`src/rtl/core/stlm_pkg.sv`:
```
package stlm_pkg;

    localparam int LIST_DEPTH_DEF = 32;
    localparam int KEY_WIDTH_DEF  = 32;
    localparam int PORT_WIDTH     = 32;
    localparam int NUM_KEYS       = 4;

    // Command queue between the front and the back.
    localparam int QUEUE_DEPTH = 4;
    localparam int QPTR_W      = $clog2(QUEUE_DEPTH);
    localparam int QCNT_W      = $clog2(QUEUE_DEPTH + 1);

    localparam logic [1:0] OP_LOAD_LEFT  = 2'd0;
    localparam logic [1:0] OP_LOAD_RIGHT = 2'd1;
    localparam logic [1:0] OP_MERGE      = 2'd2;

endpackage

```
`src/rtl/core/stlm_front.sv`:
```
module stlm_front #(
    parameter int KEY_WIDTH = stlm_pkg::KEY_WIDTH_DEF
) (
    input  logic                                        clk,
    input  logic                                        rst_n,
    input  logic                                        start,
    output logic                                        busy,
    input  logic [1:0]                                  opcode,
    input  logic [stlm_pkg::PORT_WIDTH-1:0]             key_a,
    input  logic [stlm_pkg::PORT_WIDTH-1:0]             key_b,
    input  logic [stlm_pkg::PORT_WIDTH-1:0]             key_c,
    input  logic [stlm_pkg::PORT_WIDTH-1:0]             key_d,
    output logic                                        cmd_valid,
    input  logic                                        cmd_ready,
    output logic [1:0]                                  cmd_op,
    output logic [stlm_pkg::NUM_KEYS*KEY_WIDTH-1:0]     cmd_tuple
);
    import stlm_pkg::*;

    localparam int TW = NUM_KEYS * KEY_WIDTH;

    logic [1:0]        op_q   [QUEUE_DEPTH];
    logic [TW-1:0]     tup_q  [QUEUE_DEPTH];
    logic [QPTR_W-1:0] wr_ptr_reg, wr_ptr_next;
    logic [QPTR_W-1:0] rd_ptr_reg, rd_ptr_next;
    logic [QCNT_W-1:0] fill_reg, fill_next;
    logic              accept;
    logic              push;
    logic              pop;

    assign busy   = (fill_reg == QCNT_W'(QUEUE_DEPTH));
    assign accept = start && !busy;
    // The unused opcode is taken and dropped here, so the back never sees it.
    assign push   = accept && (opcode == OP_LOAD_LEFT || opcode == OP_LOAD_RIGHT
                               || opcode == OP_MERGE);
    assign pop    = cmd_valid && cmd_ready;

    assign cmd_valid = (fill_reg != '0);
    assign cmd_op    = op_q[rd_ptr_reg];
    assign cmd_tuple = tup_q[rd_ptr_reg];

    always_comb
    begin
        wr_ptr_next = push ? wr_ptr_reg + 1'b1 : wr_ptr_reg;
        rd_ptr_next = pop ? rd_ptr_reg + 1'b1 : rd_ptr_reg;
        fill_next   = fill_reg;
        if (push && !pop)
        begin
            fill_next = fill_reg + 1'b1;
        end
        else if (pop && !push)
        begin
            fill_next = fill_reg - 1'b1;
        end
    end

    always_ff @(posedge clk or negedge rst_n)
    begin
        if (!rst_n)
        begin
            wr_ptr_reg <= '0;
            rd_ptr_reg <= '0;
            fill_reg   <= '0;
        end
        else
        begin
            wr_ptr_reg <= wr_ptr_next;
            rd_ptr_reg <= rd_ptr_next;
            fill_reg   <= fill_next;
        end
    end

    always_ff @(posedge clk)
    begin
        if (push)
        begin
            op_q[wr_ptr_reg]  <= opcode;
            tup_q[wr_ptr_reg] <= {key_a[KEY_WIDTH-1:0], key_b[KEY_WIDTH-1:0],
                                  key_c[KEY_WIDTH-1:0], key_d[KEY_WIDTH-1:0]};
        end
    end

endmodule

```
`config.mk`:
```
export PLATFORM = sky130hd
export DESIGN_NAME = stlm_front
export DESIGN_NICKNAME = d
export VERILOG_FILES = /design/src/rtl/core/stlm_pkg.sv /design/src/rtl/core/stlm_front.sv
export SDC_FILE = /design/constraint.sdc
export NUM_CORES = 1
export LEC_CHECK = 0
export ABC_AREA = 1
export BUFFER_PORTS_ARGS = -buffer_cell sky130_fd_sc_hd__buf_2
export CAP_MARGIN = 30
export CELL_PAD_IN_SITES_DETAIL_PLACEMENT = 0
export CELL_PAD_IN_SITES_GLOBAL_PLACEMENT = 1
export CORE_MARGIN = 2
export CORE_UTILIZATION = 51
export CTS_CLUSTER_SIZE = 40
export DETAILED_ROUTE_END_ITERATION = 8
export GPL_TIMING_DRIVEN = 0
export PLACE_DENSITY = 0.95
export SYNTH_ARGS = -nofsm -noshare
export SYNTH_HDL_FRONTEND = slang
export SYNTH_SLANG_ARGS = --single-unit
```
`constraint.sdc`:
```
create_clock -name clk -period 19.2 [get_ports clk]
set_input_delay 0.96 -clock clk [delete_from_list [all_inputs] [get_ports clk]]
set_output_delay 0.96 -clock clk [all_outputs]
set_load 0.05 [all_outputs]
```
* Word level (Yosys, flattened, before mapping)
Memories as Yosys holds them, arrays and structs flattened.
Cells that the tools add are included.
** Storage, ports and cells
- Register bits :: 7
- Memory bits (writable) :: 520
- Output and inout bits :: 132
- Logic and storage cells :: 29
- Memories :: 2
- Input port bits :: 134
** Operators by class
- Reduce and logical (&&, ||, !) cells :: 13
- Add/sub/neg operators :: 4
- Mux-type cells :: 4
- Equal/unequal tests :: 3
** Memory list
- tup_q :: depth 4, bits a word 128, rd ports 1, clocked after memory_dff 0, wr ports 1, line stlm_front.sv:23 : logic [TW-1:0] tup_q [QUEUE_DEPTH];
- op_q :: depth 4, bits a word 2, rd ports 1, clocked after memory_dff 0, wr ports 1, line stlm_front.sv:22 : logic [1:0] op_q [QUEUE_DEPTH];
** Operators by type and width (count)
- $mux 3 :: 2
- $logic_and 1x1->1 :: 5
- $add 2x1->2 const B :: 2
- $add 3x1->3 const B :: 1
- $eq 3x3->1 const B :: 1
- $logic_not 1->1 :: 3
- $reduce_bool 3->1 :: 1
- $sub 3x1->3 const B :: 1
- $eq 2x1->1 const B :: 1
- $eq 2x2->1 const B :: 1
- $logic_not 2->1 :: 1
- $logic_or 1x1->1 :: 2
- $mux 1 :: 2
- $reduce_bool 2->1 :: 1

* Longest topological paths before layout
Gate-level depths: netlist of the first run.
- Word-level depth :: 8
- Mapped depth :: 12
- Mapped depth without buffers :: 12

* Least setup slack after synthesis of the first run
OpenSTA, ideal clock, no wires.
- Path kind :: input-to-reg
- Start :: in start
- End :: mem op_q[0][0] (enable)
- Path buffers :: 0
- Arrival time :: 6.746 ns
- Stages on the path :: 4
- Setup slack :: 11.832 ns
- Required time :: 18.579 ns
- Setup time :: 0.621 ns
- Cell sequence :: inv_1 -> a21oi_1 -> nand2_1 -> nor2_1
** On the way
- Cells in the longest elaborated chain, start to end :: 4
** Ends and longest elaborated chain
- start: declaration :: line stlm_front.sv:6 : input logic start,
- $logic_and 1x1->1 :: line stlm_front.sv:32 : assign accept = start && !busy;
- $logic_and 1x1->1 :: line stlm_front.sv:34 : assign push = accept && (opcode == OP_LOAD_LEFT || opcode == OP_LOAD_RIGHT
- $mux 1 :: line stlm_front.sv:75 : if (push)
- $mux 1 (not written as such) :: line stlm_front.sv:77 : op_q[wr_ptr_reg] <= opcode;
- end: declaration :: line stlm_front.sv:22
Every way passes these cells.

* Final worst setup path of the first run
- Start :: reg rd_ptr_reg[1]
- End :: out cmd_tuple[72] in the netlist's numbering
** On the way
- Cells in the longest elaborated chain, start to end :: 1
** Ends and longest elaborated chain
- start: declaration :: line stlm_front.sv:25 : logic [QPTR_W-1:0] rd_ptr_reg, rd_ptr_next;
- start signal: assignment :: line stlm_front.sv:68 : rd_ptr_reg <= rd_ptr_next;
- $mem_v2 4x128
- end: declaration :: line stlm_front.sv:16 : output logic [stlm_pkg::NUM_KEYS*KEY_WIDTH-1:0] cmd_tuple
Every way passes these cells.

==> results.sh, run 1 <==
export IMPL_outcome="finished, final reports clean"
export IMPL_antenna_found_initial=7
export IMPL_cp_max_fo=10
export IMPL_final_instance_count_excl_fill=2495
export IMPL_hold_buffers=0
export IMPL_clk_pin_slew_ns=0.06
export IMPL_ys_ff_latch=527
export IMPL_powerDensity_mw_per_mm2=178
export IMPL_num_rows=74
export IMPL_hold_viol_final=0
export IMPL_fin_setup_tns_ns=0
export IMPL_vias=13119
export IMPL_r2r_end="tup_q[0][98]"
export IMPL_fin_crit_sh=0.170
export IMPL_routed_wl_mm=48.5
export IMPL_cts_made_buffers=52
export IMPL_syn_avg_cell_area_um2=13.4
export IMPL_syn_to_final_growth_pct=19.5
export IMPL_port_buffers=265
export IMPL_grt_pass1_vias=13363
export IMPL_syn_num_nets=1719
export IMPL_whs_ns=0.214
export IMPL_gr_total_overflow=0
export IMPL_fill_cells=3027
export IMPL_htree_levels=2
export IMPL_hpwl_mm=31.3
export IMPL_final_setup_viol_count=0
export IMPL_worstMarginPinSlew_ns=0.666
export IMPL_ant_nets=0
export IMPL_clock_path_buffers=3
export IMPL_grt_usage=0.223
export IMPL_synth_ff_type="edfxtp_1"
export IMPL_cp_required_ns=18.24
export IMPL_insertion_delay_ns=0.58
export IMPL_critPathKind="reg2out"
export IMPL_finClkSkew_ns=0.0145
export IMPL_utilization=0.620
export IMPL_dp_cells=2396
export IMPL_fin_crit_ns=3.26
export IMPL_end_kind="output port"
export IMPL_synth_area_leaders="edfxtp_1 (74%), o211ai_1 (9.2%), nand2_1 (7.2%)"
export IMPL_leakage_nw=10.3
export IMPL_drc=0
export IMPL_dieArea_mm2=0.0433
export IMPL_grt_pass1_wl_mm=73.5
export IMPL_vias_per_cell=5.26
export IMPL_largest_reg_flops=512
export IMPL_fmax_mhz=306
export IMPL_clock_sinks=527
export IMPL_synth_top_area_cell="edfxtp_1"
export IMPL_startpoint_type="flop"
export IMPL_reg2reg_depth=6
export IMPL_cts_tree="built"
export IMPL_syn_cell_area_mm2=0.0212
export IMPL_first_pass_iters=5
export IMPL_relSlewSlack=0.556
export IMPL_dieWidth_um=208
export IMPL_yosysTopAreaCellShare=0.735
export IMPL_avgRoutedWirePerCell_um=19.4
export IMPL_hp_class="in2async"
export IMPL_cts_setup_buffers=0
export IMPL_drt_iter0_markers=880
export IMPL_core_area_mm2=0.0409
export IMPL_ys_types=18
export IMPL_gp_congestion=0.786
export IMPL_power_mw=4.52
export IMPL_synth_cells=1579
export IMPL_slew_violations=0
export IMPL_yosysWarnings=0
export IMPL_synth_async_reset_ratio=0.0133
export IMPL_seq_area_frac_synth=0.744
export IMPL_multi_input_area_mm2=0.00367
export IMPL_drive_gt1_frac=0.228
export IMPL_nets=2058
export IMPL_arrival_ns=2.30
export IMPL_ir_drop_uv=130
export IMPL_grt_setup_unrepaired="false"
export IMPL_synth_edff_count=520
export IMPL_r2r_slack_ns=16.71
export IMPL_ctsRootBufferMaster="clkbuf_16"
export IMPL_die_y_um=208
export IMPL_ios=266
export IMPL_seq_area_mm2=0.0158
export IMPL_grt_max_degree=29
export IMPL_initial_core_util=0.519
export IMPL_yosysMostFrequentCell="edfxtp_1"
export IMPL_synth_common_cells="edfxtp_1 (520), nand2_1 (408), inv_1 (275)"
export IMPL_cts_repair_resized=0
export IMPL_maxCapViolCount=0
export IMPL_regToRegStartpoint="fill_reg[0]"
cells in the final DEF (no fill, tap or decap), drive strengths merged:
master and count:
o211ai 260, clkbuf 67, nor2 4, a21oi 1, bufinv 6, clkinv 21, clkinvlp 2, nand2 408
buf 366, ha 5, nand4 1, diode 5, nand3 7, dfrtp 7, fa 1, xnor2 1
o21ai 1, edfxtp 520, inv 280
area by class of cell:
class / instances / share of cell area
clock inverter: 32 / 0.0126
timing repair buffer: 285 / 0.0687
clock buffer: 62 / 0.0536
antenna: 5 / 0.000493
buffer: 86 / 0.0300
multi-input combinational: 689 / 0.145
inverter: 277 / 0.0410
tap: 532 / 0.0262
sequential: 527 / 0.623
power by group:
| part | leakage (nW) | switching, mW | internal (mW) |
|---|---|---|---|
| combinational | 4.65 | 1.53 | 0.506 |
| clock | 0.819 | 0.406 | 0.585 |
| sequential | 4.83 | 0.0397 | 1.45 |
worst max-delay path: stages, from the launching register on:
cell,delay (ns)
dfrtp_1,0.36
buf_2,0.18
inv_2,0.10
buf_4,0.26
buf_2,0.29
o211ai_1,0.15
nand2_1,0.10
buf_2,0.27
layer usage:
metal	routed length, µm	track usage	vias to the layer above
met1	18600	0.280	6293
met3	3500	0.0424	103
met2	24900	0.385	514
met5	27	0	-
met4	1440	0.0824	6
li1	-	-	6203
kinds of logic (layout without fill, tap and decap cells):
family | after synthesis | after routing | synth area share
fa+ha+maj | 6 | 6 | 0.00389
simple gates | 420 | 420 | 0.0748
compound gates | 262 | 262 | 0.0924
xor+xnor | 1 | 1 | 0.000413
flops | 527 | 527 | 0.744
buf+inv | 363 | 742 | 0.0848
other cells | 0 | 5 | 0
through the flow:
stage                     setup WS [ns]  cell area (µm²)
after floorplan                   11.83            21200
after global placement             7.11            23200
after detailed placement          16.06            23700
after CTS                         15.87            25300
after global routing              15.79            25400
final                             15.94            25400
worst max path at each step:
| stage | start | slack (ns) | end | depth (start not counted) |
|---|---|---|---|---|
| floorplan | start | 11.83 | op_q[0][0] | 4 |
| global placement | opcode[0] | 7.11 | tup_q[2][78] | 4 |
| detailed placement | opcode[0] | 16.06 | tup_q[0][78] | 6 |
| CTS | rd_ptr_reg[1] | 15.87 | cmd_tuple[72] | 7 |
| global route | rd_ptr_reg[1] | 15.79 | cmd_tuple[36] | 5 |
| finish | rd_ptr_reg[1] | 15.94 | cmd_tuple[72] | 7 |
Note: power is estimated with default switching activity, not from simulation.
==> inputs of run 2 (changes only) <==
Settings changed: CORE_UTILIZATION 51 to 47, PLACE_DENSITY 0.95 to 0.91.
Clock period 19.2 ns to 3.3 ns, I/O delays scaled along.
==> run 2 against run 1 <==
Compared with the run above: core utilization is 1.6 points lower; sequential cell count stayed put; critical endpoint is now tup_q[1][74]; sequential power grew to 5.8 times the previous value; highest routed layer unchanged.
==> results.sh, run 2 (synthesis gave the netlist of run 1 again) <==
export IMPL_outcome="finished, final reports clean"
export IMPL_end_kind="flop"
export IMPL_fin_setup_tns_ns=0
export IMPL_gr_total_overflow=0
export IMPL_clk_pin_slew_ns=0.06
export IMPL_maxCapViolCount=0
export IMPL_powerDensity_mw_per_mm2=984
export IMPL_finClkSkew_ns=0.0178
export IMPL_fill_cells=3312
export IMPL_antenna_found_initial=5
export IMPL_fmax_mhz=368
export IMPL_drt_iter0_markers=1192
export IMPL_layout_setup_ws_ns=0.581
export IMPL_ctsRootBufferMaster="clkbuf_16"
export IMPL_critPathKind="reg2reg"
export IMPL_gp_congestion=0.766
export IMPL_clock_sinks=527
export IMPL_fin_crit_sh=0.824
export IMPL_seq_area_mm2=0.0158
export IMPL_insertion_delay_ns=0.59
export IMPL_core_area_mm2=0.0444
export IMPL_num_rows=77
export IMPL_hpwl_mm=32.0
export IMPL_worstMarginPinSlew_ns=0.718
export IMPL_cp_max_fo=24
export IMPL_grt_setup_unrepaired="false"
export IMPL_mostFrequentLayoutCell="edfxtp_1"
export IMPL_final_setup_viol_count=0
export IMPL_cts_setup_buffers=0
export IMPL_initial_core_util=0.478
export IMPL_port_buffers=265
export IMPL_layout_common_cells="edfxtp_1 (520), nand2_1 (408), buf_2 (291)"
export IMPL_hold_viol_final=0
export IMPL_dieArea_mm2=0.0469
export IMPL_drc=0
export IMPL_cts_tree="built"
export IMPL_avgRoutedWirePerCell_um=19.4
export IMPL_vias=13841
export IMPL_pre_cts_slack_ns=0.571
export IMPL_drive_gt1_frac=0.212
export IMPL_grt_usage=0.222
export IMPL_slew_violations=0
export IMPL_clock_path_buffers=3
export IMPL_multi_input_area_mm2=0.00367
export IMPL_startpoint_type="flop"
export IMPL_dieWidth_um=217
export IMPL_fin_crit_ns=2.72
export IMPL_vias_per_cell=5.14
export IMPL_routed_wl_mm=52.1
export IMPL_arrival_ns=3.01
export IMPL_largest_reg_flops=512
export IMPL_hp_class="in2reg"
export IMPL_die_y_um=217
export IMPL_cp_required_ns=3.59
export IMPL_grt_pass1_vias=14151
export IMPL_syn_to_final_growth_pct=26.3
export IMPL_cts_made_buffers=53
export IMPL_ant_nets=0
export IMPL_grt_pass1_wl_mm=79.2
export IMPL_cts_repair_resized=0
export IMPL_first_pass_iters=5
export IMPL_nets=2196
export IMPL_htree_levels=2
export IMPL_ios=266
export IMPL_ir_drop_uv=809
export IMPL_relSlewSlack=0.520
export IMPL_hold_buffers=134
export IMPL_grt_max_degree=29
export IMPL_leakage_nw=10.9
## run 2: worst paths after layout
kind                       slack, ns   startpoint            end  cells after the start
setup / recovery                0.58  fill_reg[0]   tup_q[1][74]                      8
hold / removal                  0.32    key_c[30]   tup_q[2][62]                      2
setup reg to reg                0.58  fill_reg[0]   tup_q[1][74]                      8
hold reg to reg                 0.52  fill_reg[2]    fill_reg[2]                      2
max in group asynchronous       2.42        rst_n    fill_reg[2]                      3
min in group asynchronous       0.60        rst_n  rd_ptr_reg[0]                      3
## run 2: report_power, final
group	switching, mW	internal, mW
logic	9.05	3.10
clock network	2.40	3.16
registers	0.232	8.45
## run 2: critical path, cell delays in order (launching register included)
cell     delay [ns]
dfrtp_1        0.41
inv_1          0.08
nand3_1        0.18
nand2_1        0.35
nor2_4         0.54
buf_16         0.23
buf_12         0.21
buf_12         0.21
buf_16         0.19
## run 2: layout make-up
type | count | area share
plain buffers | 86 | 0.0284
well taps | 592 | 0.0276
flip-flops and latches | 527 | 0.589
repair buffers | 422 | 0.119
clock inverters | 25 | 0.00574
diodes | 2 | 0.000187
multi-input cells | 689 | 0.137
inverters | 277 | 0.0388
clock buffers | 74 | 0.0544
## run 2: per-layer routing
metal / track usage / up-vias / part of all wire
met5: 0 / - / 0.00073
met4: 0.0664 / 6 / 0.020
met3: 0.0473 / 94 / 0.076
met2: 0.386 / 564 / 0.51
met1: 0.278 / 6688 / 0.40
li1: - / 6489 / -
## run 2: through the flow
step                      hold slack, ns  utilization  instances  power, mW  area [µm²]
final                              0.325        0.604       2694       26.4       26800
after global routing               0.309        0.604       2694       27.6       26800
after CTS                          0.277        0.603       2692       26.6       26800
after detailed placement          0.0168        0.537       2459       20.9       23800
after global placement            0.0139        0.525       2436       20.6       23300
after floorplan                   -0.131            -       1579       17.3       21200
==> inputs of run 3 (changes only) <==
Settings changed: ABC_AREA 1 to 0, CORE_UTILIZATION 47 to 50.
Clock period 3.3 ns to 2.79 ns, I/O delays scaled along.
==> run 3 against run 2 <==
Compared with the run above: worst hold slack worse by 0.019 ns; sequential cell count stayed put; critical endpoint is now cmd_tuple[89]; clock power is 22% higher; first-iteration DRC count is 57% lower; sequential share of layout area is 5.9 points higher; core utilization is 4.2 points higher.
==> results.sh, run 3 <==
export IMPL_hpwl_mm=22.9
export IMPL_arrival_ns=2.49
export IMPL_crit_chain="clkbuf_1 -> buf_2 -> buf_2 -> mux4_2 -> buf_2"
export IMPL_hp_class="in2reg"
export IMPL_relSlewSlack=0.483
export IMPL_largest_reg_flops=512
export IMPL_vias=9215
export IMPL_synth_top_area_cell="edfxtp_1"
export IMPL_vias_per_cell=5.32
export IMPL_layout_setup_ws_ns=0.157
export IMPL_clk_pin_slew_ns=0.06
export IMPL_syn_to_final_growth_pct=27.1
export IMPL_mostFrequentLayoutCell="edfxtp_1"
export IMPL_syn_num_nets=855
export IMPL_powerDensity_mw_per_mm2=1150
export IMPL_synth_top_family_by_area="multiplexers"
export IMPL_antenna_found_initial=4
export IMPL_syn_avg_cell_area_um2=26.8
export IMPL_dieWidth_um=200
export IMPL_maxCapViolCount=0
export IMPL_end_kind="output port"
export IMPL_wl_met1_mm=15.1
export IMPL_dieArea_mm2=0.0399
export IMPL_wl_met3_mm=2.76
export IMPL_die_y_um=200
export IMPL_gp_congestion=0.707
export IMPL_clock_sinks=527
export IMPL_hold_viol_final=0
export IMPL_num_rows=71
export IMPL_synthMuxAreaShare=0.154
export IMPL_outcome="finished, final reports clean"
export IMPL_placed_cell_area_mm2=0.0214
export IMPL_fin_setup_tns_ns=0
export IMPL_ys_types=22
export IMPL_dp_cells=1499
export IMPL_fmax_mhz=380
export IMPL_worstMarginPinSlew_ns=0.775
export IMPL_ir_drop_uv=730
export IMPL_grt_max_degree=59
export IMPL_pre_cts_slack_ns=0.158
export IMPL_core_area_mm2=0.0378
export IMPL_clock_path_buffers=3
export IMPL_routed_wl_mm=39.3
export IMPL_slew_violations=0
export IMPL_design_area_mm2=0.0244
export IMPL_grt_pass1_vias=10079
export IMPL_dr_wl_met2_mm=20.2
export IMPL_critical_path_max_stage_delay_ns=0.41
export IMPL_startpoint_type="flop"
export IMPL_synth_compound_area_frac=0.000653
export IMPL_avgRoutedWirePerCell_um=22.7
export IMPL_drc=0
export IMPL_critPathKind="reg2out"
export IMPL_fill_cells=2410
export IMPL_drive_gt1_frac=0.418
export IMPL_layout_common_cells="edfxtp_1 (520), buf_2 (280), dlygate4sd3_1 (134)"
export IMPL_final_instance_count_excl_fill=1731
export IMPL_cp_required_ns=2.65
export IMPL_synth_area_leaders="edfxtp_1 (81%), mux4_2 (15%), dfrtp_1 (0.91%)"
export IMPL_yosysMostFrequentCell="edfxtp_1"
export IMPL_drt_iter0_markers=510
export IMPL_grt_pass1_wl_mm=58.5
export IMPL_final_setup_viol_count=0
export IMPL_synth_async_reset_ratio=0.0133
export IMPL_grt_setup_unrepaired="false"
export IMPL_ios=266
export IMPL_gr_total_overflow=0
export IMPL_topRoutingLayerUsed="met4"
export IMPL_synth_xor_area_frac=0.00274
export IMPL_cp_common_cell="buf_2"
export IMPL_leakage_nw=8.41
export IMPL_synth_edff_count=520
export IMPL_ant_nets=0
export IMPL_synth_fa_ha_area_frac=0.00431
export IMPL_utilization=0.645
export IMPL_synth_ff_type="edfxtp_1"
export IMPL_initial_core_util=0.508
export IMPL_insertion_delay_ns=0.58
export IMPL_fin_crit_ns=2.63
export IMPL_synth_simple_area_share=0.00294
export IMPL_cts_tree="built"
export IMPL_nets=1316
export IMPL_ctsRootBufferMaster="clkbuf_16"
export IMPL_synth_cells=715
export IMPL_grt_usage=0.200
export IMPL_cts_setup_buffers=0
export IMPL_cts_made_buffers=52
export IMPL_finClkSkew_ns=0.0131
export IMPL_syn_cell_area_mm2=0.0192
export IMPL_yosysTopAreaCellShare=0.814
export IMPL_port_buffers=265
export IMPL_seq_area_frac_synth=0.824
export IMPL_slowest_stage="buf_2"
export IMPL_first_pass_iters=5
export IMPL_synth_common_cells="edfxtp_1 (520), mux4_2 (130), buf_2 (15)"
export IMPL_cp_max_fo=10
export IMPL_yosysWarnings=0
export IMPL_ys_ff_latch=527
export IMPL_htree_levels=2
export IMPL_fin_crit_sh=0.944
## run 3: changes by cell type in the layout (fill, tap and decap cells not counted), moves of 5 or more
cell | before | now
nand2_1 | 408 | 1
buf_12 | 15 | 2
clkbuf_1 | 23 | 10
inv_1 | 275 | 4
buf_2 | 291 | 280
bufinv_16 | 1 | 6
nand3_1 | 7 | 1
o211ai_1 | 260 | 0
mux4_2 | 0 | 130
buf_6 | 53 | 10
clkinv_1 | 10 | 16
## run 3: cell type report
type	count	area (µm²)	share of cell area
Buffer	30	210	0.00863
Clock inverter	34	308	0.0126
Clock buffer	60	1350	0.0555
Sequential cell	527	15800	0.648
Inverter	4	15.0	0.000616
Antenna cell	4	10.0	0.000411
Timing Repair Buffer	407	2870	0.118
Tap cell	511	639	0.0262
Multi-Input combinational cell	154	3170	0.130
## run 3: routing by layer
| metal | global-route usage | up-vias |
|---|---|---|
| met4 | 0.0826 | 0 |
| li1 | - | 4038 |
| met1 | 0.244 | 4756 |
| met2 | 0.344 | 342 |
| met5 | 0 | - |
| met3 | 0.0492 | 79 |
## run 3: critical path: cells and delay by family, from the launching register on
| family | cells | cell delay (ns) |
|---|---|---|
| muxes | 1 | 0.36 |
| DFF | 1 | 0.32 |
| buffers and inverters | 4 | 1.23 |
## run 3: cells by family (layout without fill, tap and decap cells)
logic type	Yosys count	in the layout
DFF	527	527
muxes	132	132
buffers and inverters	34	535
and+or+nand+nor	9	9
adders and majority gates	6	6
xor gates and xnor gates	6	6
AOI/OAI and AO/OA	1	1
other	0	4
## run 3: path summary, 6_finish.rpt
path	end	slack, ns	cells after the start	startpoint
max	cmd_tuple[89]	0.16	5	rd_ptr_reg[1]
min	tup_q[0][47]	0.31	2	key_c[15]
max reg2reg	tup_q[0][85]	0.20	4	fill_reg[2]
min reg2reg	fill_reg[2]	0.50	1	fill_reg[2]
max in group asynchronous	fill_reg[1]	2.00	3	rst_n
min in group asynchronous	fill_reg[0]	0.54	3	rst_n
## run 3: power breakdown
group	switching [mW]	internal [mW]
logic	7.48	3.33
clock network	2.81	4.01
registers	0.294	10.1
total	10.6	17.4
## run 3: what timing repair did
action                                  CTS  global route
resized for setup                         0             0
hold buffers                            134             0
endpoints found under the setup margin    0             0
endpoints found under the hold margin   530             0
## run 3: metrics by stage
step	total power, mW	hold slack, ns
2_1_floorplan	18.7	-0.156
3_3_place_gp	21.1	-0.0206
3_5_place_dp	21.3	-0.0176
4_1_cts	28.3	0.264
5_1_grt	29.1	0.299
6_report	28.0	0.306
